--- config.mk ---
export PLATFORM = sky130hd
export DESIGN_NAME = sound_cpu_bus_decoder_flat
export DESIGN_NICKNAME = d
export VERILOG_FILES = /design/src/rtl/scbd_pkg.sv /design/src/rtl/scbd_if.sv /design/src/rtl/sound_cpu_bus_decoder.sv /design/src/flat_wrapper.sv
export SDC_FILE = /design/constraint.sdc
export NUM_CORES = 1
export LEC_CHECK = 0
export BUFFER_PORTS_ARGS = -buffer_cell sky130_fd_sc_hd__buf_2
export CAP_MARGIN = 10
export CORE_MARGIN = 5
export CORE_UTILIZATION = 45
export CTS_CLUSTER_DIAMETER = 60
export DETAILED_ROUTE_END_ITERATION = 12
export PLACE_DENSITY = 0.68
export SLEW_MARGIN = 20
export SYNTH_ARGS = -nofsm -noshare
export SYNTH_HDL_FRONTEND = slang
export SYNTH_SLANG_ARGS = --single-unit
--- constraint.sdc ---
create_clock -name clock -period 2.66 [get_ports clock]
set_input_delay 0.665 -clock clock [delete_from_list [all_inputs] [get_ports clock]]
set_output_delay 0.665 -clock clock [all_outputs]
set_load 0.02 [all_outputs]
--- src/rtl/scbd_pkg.sv ---
// Shared types and constants for the sound CPU bus decoder.
// Used by the channel interfaces and the top level; depends on nothing.
`default_nettype none

package scbd_pkg;

   typedef enum logic [2:0] {
      FUNC_CPU_RD  = 3'd0,
      FUNC_CPU_WR  = 3'd1,
      FUNC_CTRL_WR = 3'd2,
      FUNC_CTRL_RD = 3'd3,
      FUNC_IRQ     = 3'd4
   } func_type;

   typedef enum logic [2:0] {
      DEST_RAM  = 3'd0,
      DEST_FM   = 3'd1,
      DEST_BANK = 3'd2,
      DEST_PSG  = 3'd3,
      DEST_HOST = 3'd4,
      DEST_NONE = 3'd5,
      DEST_CTRL = 3'd6
   } dest_type;

   localparam int FUNC_W      = 3;
   localparam int ADDR_W      = 16;
   localparam int DATA_W      = 8;
   localparam int DEST_W      = 3;
   localparam int DEST_ADDR_W = 24;
   localparam int BANK_W      = 9;
   localparam int RAM_AW      = 13;
   localparam int WIN_AW      = 15;

   localparam logic [ADDR_W-1:0] ADDR_FM_BASE   = 16'h4000;
   localparam logic [ADDR_W-1:0] ADDR_BANK_REG  = 16'h6000;
   localparam logic [ADDR_W-1:0] ADDR_PSG       = 16'h7F11;
   localparam logic [ADDR_W-1:0] CTRL_BUSREQ    = 16'h1100;
   localparam logic [ADDR_W-1:0] CTRL_RESET     = 16'h1200;
   localparam logic [ADDR_W-1:0] CTRL_BUSREQ_HI = 16'h1101;
   localparam logic [ADDR_W-1:0] CTRL_RESET_HI  = 16'h1201;
   localparam logic [DATA_W-1:0] OPEN_BUS       = 8'hFF;

endpackage

`default_nettype wire

--- src/rtl/scbd_if.sv ---
// Valid/ready channel interfaces for the sound CPU bus decoder.
// Depends on scbd_pkg for field widths.
`default_nettype none

interface scbd_req_if import scbd_pkg::*; ();
   logic              valid;
   logic              ready;
   logic [FUNC_W-1:0] func;
   logic [ADDR_W-1:0] addr;
   logic [DATA_W-1:0] data;

   modport source (output valid, output func, output addr, output data, input ready);
   modport sink   (input valid, input func, input addr, input data, output ready);
endinterface

interface scbd_rsp_if import scbd_pkg::*; ();
   logic                   valid;
   logic                   ready;
   logic [DEST_W-1:0]      dest;
   logic [DEST_ADDR_W-1:0] dest_addr;
   logic                   is_write;
   logic [DATA_W-1:0]      data_out;
   logic                   running;
   logic                   irq_pending;
   logic                   reset_pulse;

   modport source (output valid, output dest, output dest_addr, output is_write,
                   output data_out, output running, output irq_pending,
                   output reset_pulse, input ready);
   modport sink   (input valid, input dest, input dest_addr, input is_write,
                   input data_out, input running, input irq_pending,
                   input reset_pulse, output ready);
endinterface

`default_nettype wire

--- src/rtl/sound_cpu_bus_decoder.sv ---
// Sound CPU bus decoder top level: input register, decode, result register.
// Depends on scbd_pkg and the channel interfaces in scbd_if.sv.
//
// Each request transaction is one sound CPU read or write, one host control
// access, or an irq level change; it yields exactly one response transaction
// naming the destination (RAM, FM chip, bank register, PSG, banked host
// window, control, or none), the address and data passed on, and the CPU
// running and irq state after the access. A request is taken every cycle
// the response side keeps up; it is held in the input register while the
// decode logic works out its response and the new bank and CPU control
// state, and both are stored in the result and state registers when the
// response side can take them. Reset leaves the bank at zero and the CPU
// held in reset until the first nonzero write to the reset control.
`default_nettype none

module sound_cpu_bus_decoder import scbd_pkg::*; (
   input wire logic   clock,
   input wire logic   reset,
   scbd_req_if.sink   req_chan,
   scbd_rsp_if.source rsp_chan
);

   logic              in_valid_ff;
   logic [FUNC_W-1:0] func_ff;
   logic [ADDR_W-1:0] addr_ff;
   logic [DATA_W-1:0] data_ff;

   logic              out_valid_ff;
   logic              advance;

   logic [BANK_W-1:0] bank_ff, bank_in;
   logic              held_ff, held_in;
   logic              in_reset_ff, in_reset_in;
   logic              released_ff, released_in;
   logic              irq_ff, irq_in;

   dest_type               dest_in;
   logic [DEST_ADDR_W-1:0] dest_addr_in;
   logic                   is_write_in;
   logic [DATA_W-1:0]      data_out_in;
   logic                   pulse_in;

   assign advance        = !out_valid_ff || rsp_chan.ready;
   assign req_chan.ready = !in_valid_ff || advance;
   assign rsp_chan.valid = out_valid_ff;

   always_comb begin
      bank_in      = bank_ff;
      held_in      = held_ff;
      in_reset_in  = in_reset_ff;
      released_in  = released_ff;
      irq_in       = irq_ff;
      dest_in      = DEST_NONE;
      dest_addr_in = '0;
      is_write_in  = 1'b0;
      data_out_in  = '0;
      pulse_in     = 1'b0;
      case (func_ff)
         FUNC_CPU_RD: begin
            if (addr_ff < ADDR_FM_BASE) begin
               dest_in      = DEST_RAM;
               dest_addr_in = {{(DEST_ADDR_W-RAM_AW){1'b0}}, addr_ff[RAM_AW-1:0]};
            end else if (addr_ff < ADDR_BANK_REG) begin
               dest_in = DEST_FM;
            end else if (addr_ff[ADDR_W-1]) begin
               dest_in      = DEST_HOST;
               dest_addr_in = {bank_ff, addr_ff[WIN_AW-1:0]};
            end else begin
               data_out_in = OPEN_BUS;
            end
         end
         FUNC_CPU_WR: begin
            is_write_in = 1'b1;
            data_out_in = data_ff;
            if (addr_ff < ADDR_FM_BASE) begin
               dest_in      = DEST_RAM;
               dest_addr_in = {{(DEST_ADDR_W-RAM_AW){1'b0}}, addr_ff[RAM_AW-1:0]};
            end else if (addr_ff < ADDR_BANK_REG) begin
               dest_in      = DEST_FM;
               dest_addr_in = {{(DEST_ADDR_W-2){1'b0}}, addr_ff[1:0]};
            end else if (addr_ff == ADDR_BANK_REG) begin
               dest_in = DEST_BANK;
               bank_in = {data_ff[0], bank_ff[BANK_W-1:1]};
            end else if (addr_ff == ADDR_PSG) begin
               dest_in = DEST_PSG;
            end else if (addr_ff[ADDR_W-1]) begin
               dest_in      = DEST_HOST;
               dest_addr_in = {bank_ff, addr_ff[WIN_AW-1:0]};
            end else begin
               is_write_in = 1'b0;
               data_out_in = '0;
            end
         end
         FUNC_CTRL_WR: begin
            dest_in      = DEST_CTRL;
            dest_addr_in = {{(DEST_ADDR_W-ADDR_W){1'b0}}, addr_ff};
            is_write_in  = 1'b1;
            data_out_in  = data_ff;
            if (addr_ff == CTRL_BUSREQ) begin
               held_in = |data_ff;
            end else if (addr_ff == CTRL_RESET) begin
               if (data_ff == '0) begin
                  in_reset_in = 1'b1;
               end else begin
                  in_reset_in = 1'b0;
                  released_in = 1'b1;
                  irq_in      = 1'b0;
                  pulse_in    = 1'b1;
               end
            end
         end
         FUNC_CTRL_RD: begin
            dest_in      = DEST_CTRL;
            dest_addr_in = {{(DEST_ADDR_W-ADDR_W){1'b0}}, addr_ff};
            if (addr_ff == CTRL_BUSREQ) begin
               data_out_in = {{(DATA_W-1){1'b0}}, !held_ff};
            end else if (addr_ff == CTRL_RESET) begin
               data_out_in = {{(DATA_W-1){1'b0}}, in_reset_ff};
            end else if (addr_ff inside {CTRL_BUSREQ_HI, CTRL_RESET_HI}) begin
               data_out_in = '0;
            end else begin
               data_out_in = OPEN_BUS;
            end
         end
         FUNC_IRQ: begin
            if (released_ff) begin
               irq_in = |data_ff;
            end
         end
         default: begin
         end
      endcase
   end

   always_ff @(posedge clock) begin
      if (reset) begin
         in_valid_ff  <= 1'b0;
         out_valid_ff <= 1'b0;
         bank_ff      <= '0;
         held_ff      <= 1'b0;
         in_reset_ff  <= 1'b1;
         released_ff  <= 1'b0;
         irq_ff       <= 1'b0;
      end else begin
         if (req_chan.ready) begin
            in_valid_ff <= req_chan.valid;
         end
         if (advance) begin
            out_valid_ff <= in_valid_ff;
            if (in_valid_ff) begin
               bank_ff     <= bank_in;
               held_ff     <= held_in;
               in_reset_ff <= in_reset_in;
               released_ff <= released_in;
               irq_ff      <= irq_in;
            end
         end
      end
   end

   // hold payload registers unless a transaction moves in
   always_ff @(posedge clock) begin
      if (req_chan.ready && req_chan.valid) begin
         func_ff <= req_chan.func;
         addr_ff <= req_chan.addr;
         data_ff <= req_chan.data;
      end
      if (advance && in_valid_ff) begin
         rsp_chan.dest        <= dest_in;
         rsp_chan.dest_addr   <= dest_addr_in;
         rsp_chan.is_write    <= is_write_in;
         rsp_chan.data_out    <= data_out_in;
         rsp_chan.running     <= released_in && !held_in && !in_reset_in;
         rsp_chan.irq_pending <= irq_in;
         rsp_chan.reset_pulse <= pulse_in;
      end
   end

endmodule

`default_nettype wire

--- src/flat_wrapper.sv ---
// flat-port wrapper written by rule: the top's interface ports become plain ports
module sound_cpu_bus_decoder_flat import scbd_pkg::*;
  (clock, reset, req_chan_valid, req_chan_func, req_chan_addr, req_chan_data, req_chan_ready, rsp_chan_valid, rsp_chan_dest, rsp_chan_dest_addr, rsp_chan_is_write, rsp_chan_data_out, rsp_chan_running, rsp_chan_irq_pending, rsp_chan_reset_pulse, rsp_chan_ready);
  scbd_req_if req_chan_i ();
  scbd_rsp_if rsp_chan_i ();
  input wire logic clock;
  input wire logic reset;
  input wire logic [$bits(req_chan_i.valid)-1:0] req_chan_valid;
  input wire logic [$bits(req_chan_i.func)-1:0] req_chan_func;
  input wire logic [$bits(req_chan_i.addr)-1:0] req_chan_addr;
  input wire logic [$bits(req_chan_i.data)-1:0] req_chan_data;
  output wire logic [$bits(req_chan_i.ready)-1:0] req_chan_ready;
  output wire logic [$bits(rsp_chan_i.valid)-1:0] rsp_chan_valid;
  output wire logic [$bits(rsp_chan_i.dest)-1:0] rsp_chan_dest;
  output wire logic [$bits(rsp_chan_i.dest_addr)-1:0] rsp_chan_dest_addr;
  output wire logic [$bits(rsp_chan_i.is_write)-1:0] rsp_chan_is_write;
  output wire logic [$bits(rsp_chan_i.data_out)-1:0] rsp_chan_data_out;
  output wire logic [$bits(rsp_chan_i.running)-1:0] rsp_chan_running;
  output wire logic [$bits(rsp_chan_i.irq_pending)-1:0] rsp_chan_irq_pending;
  output wire logic [$bits(rsp_chan_i.reset_pulse)-1:0] rsp_chan_reset_pulse;
  input wire logic [$bits(rsp_chan_i.ready)-1:0] rsp_chan_ready;
  assign req_chan_i.valid = req_chan_valid;
  assign req_chan_i.func = req_chan_func;
  assign req_chan_i.addr = req_chan_addr;
  assign req_chan_i.data = req_chan_data;
  assign req_chan_ready = req_chan_i.ready;
  assign rsp_chan_valid = rsp_chan_i.valid;
  assign rsp_chan_dest = rsp_chan_i.dest;
  assign rsp_chan_dest_addr = rsp_chan_i.dest_addr;
  assign rsp_chan_is_write = rsp_chan_i.is_write;
  assign rsp_chan_data_out = rsp_chan_i.data_out;
  assign rsp_chan_running = rsp_chan_i.running;
  assign rsp_chan_irq_pending = rsp_chan_i.irq_pending;
  assign rsp_chan_reset_pulse = rsp_chan_i.reset_pulse;
  assign rsp_chan_i.ready = rsp_chan_ready;
  sound_cpu_bus_decoder u_core (.clock(clock), .reset(reset), .req_chan(req_chan_i), .rsp_chan(rsp_chan_i));
endmodule
== After elaboration in Yosys (flattened, before gate mapping) ==
Cells that the tools add are included.
Storage, ports and cells
  flip-flop bits (word level): 81
  bits in latches: 0
  bits in writable memories: 0
  memory bits (read-only): 0
  input port bits: 31
  logic and storage cells: 102
  memories kept: 0
Operators by class
  add/sub/neg operators: 0
  multiply operators: 0
  div/mod/pow operators: 0
  order comparisons: 2
  eq/ne operators: 10
  shifts and indexed selects: 0
  muxes and demuxes: 50
  bitwise logic cells: 4
  reduce and logical (&&, ||, !) cells: 19
Operators by type and width (number)
  24-bit 2-to-1 mux: 7
  8-bit 2-to-1 mux: 11
  24-bit case mux with 3 select lines: 1
  16-bit by 13-bit == test with 1-bit output, second input constant: 4
  16-bit by 15-bit == test with 1-bit output, second input constant: 2
  16-bit by 15-bit < comparator with 1-bit output, second input constant: 2
  8-bit case mux with 4 select lines: 1
  1-bit 2-to-1 mux: 21
  3-bit 2-to-1 mux: 6
  3-bit case mux with 3 select lines: 1
  8-bit zero test: 1
  8-bit OR reduction: 1
  3-bit by 2-bit == test with 1-bit output, second input constant: 2
  6-bit AND reduction: 1
  1-bit zero test: 5
  1-bit logical AND: 4
  1-bit NOT: 4
  1-bit case mux with 2 select lines: 2
  3-bit by 1-bit == test with 1-bit output, second input constant: 1
  3-bit == test, second input constant: 1
  3-bit zero test: 1
  3-bit OR reduction: 1
  1-bit logical OR: 2
  2-bit AND reduction: 1
  other kinds (2): 2

== Depth between registers and ports, before layout ==
  word-level depth: 7
  gate-level depth with buffers: 7
  gate-level depth less buffers: 5

== Worst setup path before layout ==
Ideal clock, no wire load.
  path kind: input to register
  start point: in rsp_chan_ready
  end point: reg u_core.held_ff
  arrival: 1.975 ns
  path slack: 0.565 ns
  stages: 5
  path through: nand2b_1 nand2_1 inv_1 and3_1 nor3_1
Between the ends
  word-level cells in the longest chain between the ends: 2
RTL lines
  from (decl): RTL line flat_wrapper.sv:21  | input wire logic [$bits(rsp_chan_i.ready)-1:0] rsp_chan_ready;
  1-bit logical OR: RTL line sound_cpu_bus_decoder.sv:43  | assign advance = !out_valid_ff || rsp_chan.ready;
  2-bit AND reduction (no line)
  to (signal assigned): RTL line sound_cpu_bus_decoder.sv:152  | held_ff <= held_in;
  to (decl): RTL line sound_cpu_bus_decoder.sv:32  | logic held_ff, held_in;
Every way passes these cells.
A chain may end at the register's enable or synchronous reset.

== Worst setup path after layout ==
  start point: reg u_core.addr_ff[8]
  end point: reg u_core.bank_ff[1]
Between the ends
  word-level cells in the longest chain between the ends: 3
  elaborated cells on any way between the ends: 6
  classes of those cells: order compare (2); eq/ne (1); bitwise (2); reduce/logical (1)
RTL lines
  from (decl): RTL line sound_cpu_bus_decoder.sv:25  | logic [ADDR_W-1:0] addr_ff;
  from (signal assigned): RTL line sound_cpu_bus_decoder.sv:165  | addr_ff <= req_chan.addr;
  16-bit by 15-bit < comparator with 1-bit output, on equally long branches: RTL line sound_cpu_bus_decoder.sv:75, sound_cpu_bus_decoder.sv:78
  1-bit NOT (no line)
  6-bit AND reduction (no line) *
  to (signal assigned): RTL line sound_cpu_bus_decoder.sv:151  | bank_ff <= bank_in;
  to (decl): RTL line sound_cpu_bus_decoder.sv:31  | logic [BANK_W-1:0] bank_ff, bank_in;
Mark *: on every way between the ends. The rest lies on a longest branch, timed or not.

==> key figures <==
Placed design
  – Routability cong.: approximately 0.85
  – Setup Slack @ Placement: 0.433 ns
  – PortBufs: 71
  – Placed Area: 0.00369 mm^2
  – HPWL Detailed: ~4.5 mm

CTS
  – Cts repair resizes: 0
  – # hold bufs at CTS: 0
  – CTS tree: done
  – Later-pin clock latency in the skew report: 0.35 ns
  – Clk root buf: clkbuf_8
  – Clock transition at the registers of the reported paths: about 0.080 ns
  – CTS buffer count: 9
  – Post-CTS Setup Bufs: 0
  – Clock Sinks: 81
  – Max clock buf depth: 2
  – H-tree depth: 3

Global route
  – Grt met2 use: 23.8%
  – Met3 Track Usage GR: 4.70%
  – Met1 Usage GRT: 17.6%
  – Global Route Usage Sum: ~14%
  – GRT overflow: 0
  – Antenna violations before repair: 0
  – Largest net degree at the start of global routing: 28
  – Vias in the first global route: ~2,000
  – First-pass GRT wire length: a little under 10 mm
  – GRT busiest layer: met2

Route
  – Via count: 2,040
  – Drt first pass iters: 4
  – Detailed Route Iter0 Violations: between 100 and 150
  – Antenna-violating nets left: 0
  – Detailed-route DRC error count: 0
  – Drt wl/cell: 14.9 um
  – Via density: 4.95
  – Total length of routed wires: between 6 and 7 mm

Floorplan
  – Initial core utilization: a little under half
  – Rows: 31
  – IO Count: 72
  – Die height: approximately 95 um
  – Core area: 0.00714 mm^2
  – Die X: 94.8 um
  – Die area: 0.00898 mm^2

Synthesis
  – Post-synthesis sequential area ratio: 70.6%
  – Cell taking the most area after synthesis: edfxtp_1
  – Main flop type after synthesis: edfxtp_1
  – Number of flops mapped to enable cells by yosys: 66
  – Flops & latches, synth: 81
  – YS warnings: 0
  – Synth cell types: 45
  – Synth top area cells: edfxtp_1 61%, dfxtp_1 9.3%, and2_1 4.3%, mux2i_1 3.1%, nor2_1 2.8%
  – Top cell type's share of synthesized area: 61.3%
  – Syn_nets: 261
  – Mapped Cells: 230
  – Synth Cell Area: 0.00323 mm^2
  – Ys async rst share: 0%
  – Syn_area_per_cell: 14.1 um^2

Timing
  – Final min period: between 2 and 2.5 ns
  – Worst-margin pin slew: 0.612 ns
  – RSZ-0062 raised after global routing: false
  – Rel. slew slack: between 50 and 60%
  – Setup ws final: 0.495 ns
  – Final period util: 81.4%
  – Max Clock Freq: around 460 MHz
  – Finish-stage setup viols: 0
  – Setup_tns: 0 ns
  – Clock skew: 0.00955 ns
  – Hold Slack: 0.486 ns
  – Fin. Hold Viols: 0
  – Final Max Slew Viols: 0

Final layout
  – Commonest non-fill, non-tap cell in the layout: buf_2
  – ANT cells: 0
  – Most frequent cells in the layout: 71 x buf_2, 66 x edfxtp_1, 24 x nor2_1, 21 x and2_1, 15 x dfxtp_1
  – Area delta synth->final: 20.9%
  – Post-Layout Inst Area: roughly 0.0039 mm^2
  – Fillers: 657
  – Nets: between 300 and 400
  – Layout cells sized above 1: 32.3%

Power and ir drop
  – Comb pwr share: roughly 7.0%
  – Clk pwr share: 36.8%
  – Switching share of power: 22.3%
  – Peak supply drop: 0.363 mV
  – P_leak: about 0.0015 uW
  – Pwr Total: 2610 uW
  – Power per cell area: 668 mW/mm^2
  – Int Power: 2030 uW
  – NetSw: 584 uW
  – Seq pwr share: between 50% and 60%

Run
  – Max-cap viol count: 0

Critical path
  – CP Max Fanout: 9
  – Critical path class: flip-flop to flip-flop
  – Crit. End Element: flip-flop
  – Reg2reg path depth: 5
  – CP Launch Type: flip-flop
  – Worst path arrival time: 2.40 ns
  – WP data required: a little under 3 ns

Min path
  – Hold WC Path Type: input pin to flip-flop
  – Hold path cells: 1

Outcome
  – Status: finished clean
-- registers in the layout (all words and copies together), names as in the netlist, 3 cells and up --
signal,count
u_core.rsp_chan.dest_addr,24
u_core.rsp_chan.data_out,8
u_core.addr_ff,16
u_core.data_ff,8
u_core.func_ff,3
u_core.bank_ff,9
u_core.rsp_chan.dest,3
-- area by class of cell --
| type | count | area, um^2 | area share, % |
|---|---|---|---|
| well taps | 99 | 124 | 3.17 |
| clock inverters | 7 | 92.6 | 2.37 |
| flip-flops and latches | 81 | 2280 | 58.4 |
| inverters | 5 | 18.8 | 0.480 |
| multi-input cells | 137 | 891 | 22.8 |
| clock buffers | 9 | 124 | 3.17 |
| repair buffers | 74 | 378 | 9.66 |
-- power groups by stage --
stage               registers (uW)  logic, uW  clock network (uW)
finish                        1470        183                 961
global route                  1470        200                1030
CTS                           1470        186                 979
detailed placement            1500        185                   0
global placement              1500        182                   0
floorplan                     1530       76.0                   0
-- routing by layer --
layer,wire length (um),vias to the layer above
met2,3040,64
li1,-,1009
met1,2590,958
met5,0,-
met4,96,0
met3,406,9
-- kinds of logic after synthesis --
family	count (synthesis)	share of synthesized area, %
flip-flops	81	70.6
buffers and inverters	12	1.90
AO/OA/AOI/OAI	32	7.12
multiplexers	10	3.10
AND/OR/NAND/NOR	94	17.0
XOR/XNOR	1	0.271
-- metrics by stage --
step / std cells / utilization [%]
after floorplan: 230 / -
after global placement: 396 / 51.7
after detailed placement: 396 / 51.7
after CTS: 412 / 54.8
after global routing: 412 / 54.8
final: 412 / 54.8
-- worst max-delay path: stages (launching register included) --
cell	delay, ns
edfxtp_1	0.51
or4_1	0.57
nor2_1	0.11
and4bb_1	0.55
mux2i_1	0.26
nor2_1	0.05
-- cells in the mapped netlist (all sizes together) (3+ instances only) --
master	instances
a21o	10
a21oi	10
and2	22
and3	3
buf	5
dfxtp	15
edfxtp	66
inv	5
mux2i	10
nand2	8
nand2b	5
nand3	4
nand4	3
nor2	25
nor3	7
nor4	4
o21a	3
or4	5
-- worst paths after layout --
path,from,endpoint,slack [ns]
hold / removal,req_chan_data[7],u_core.data_ff[7],0.49
setup / recovery,u_core.addr_ff[8],u_core.bank_ff[1],0.49
setup reg to reg,u_core.addr_ff[8],u_core.bank_ff[1],0.49
hold reg to reg,u_core.bank_ff[0],u_core.bank_ff[0],0.50
(Power assumes the default switching activity.)
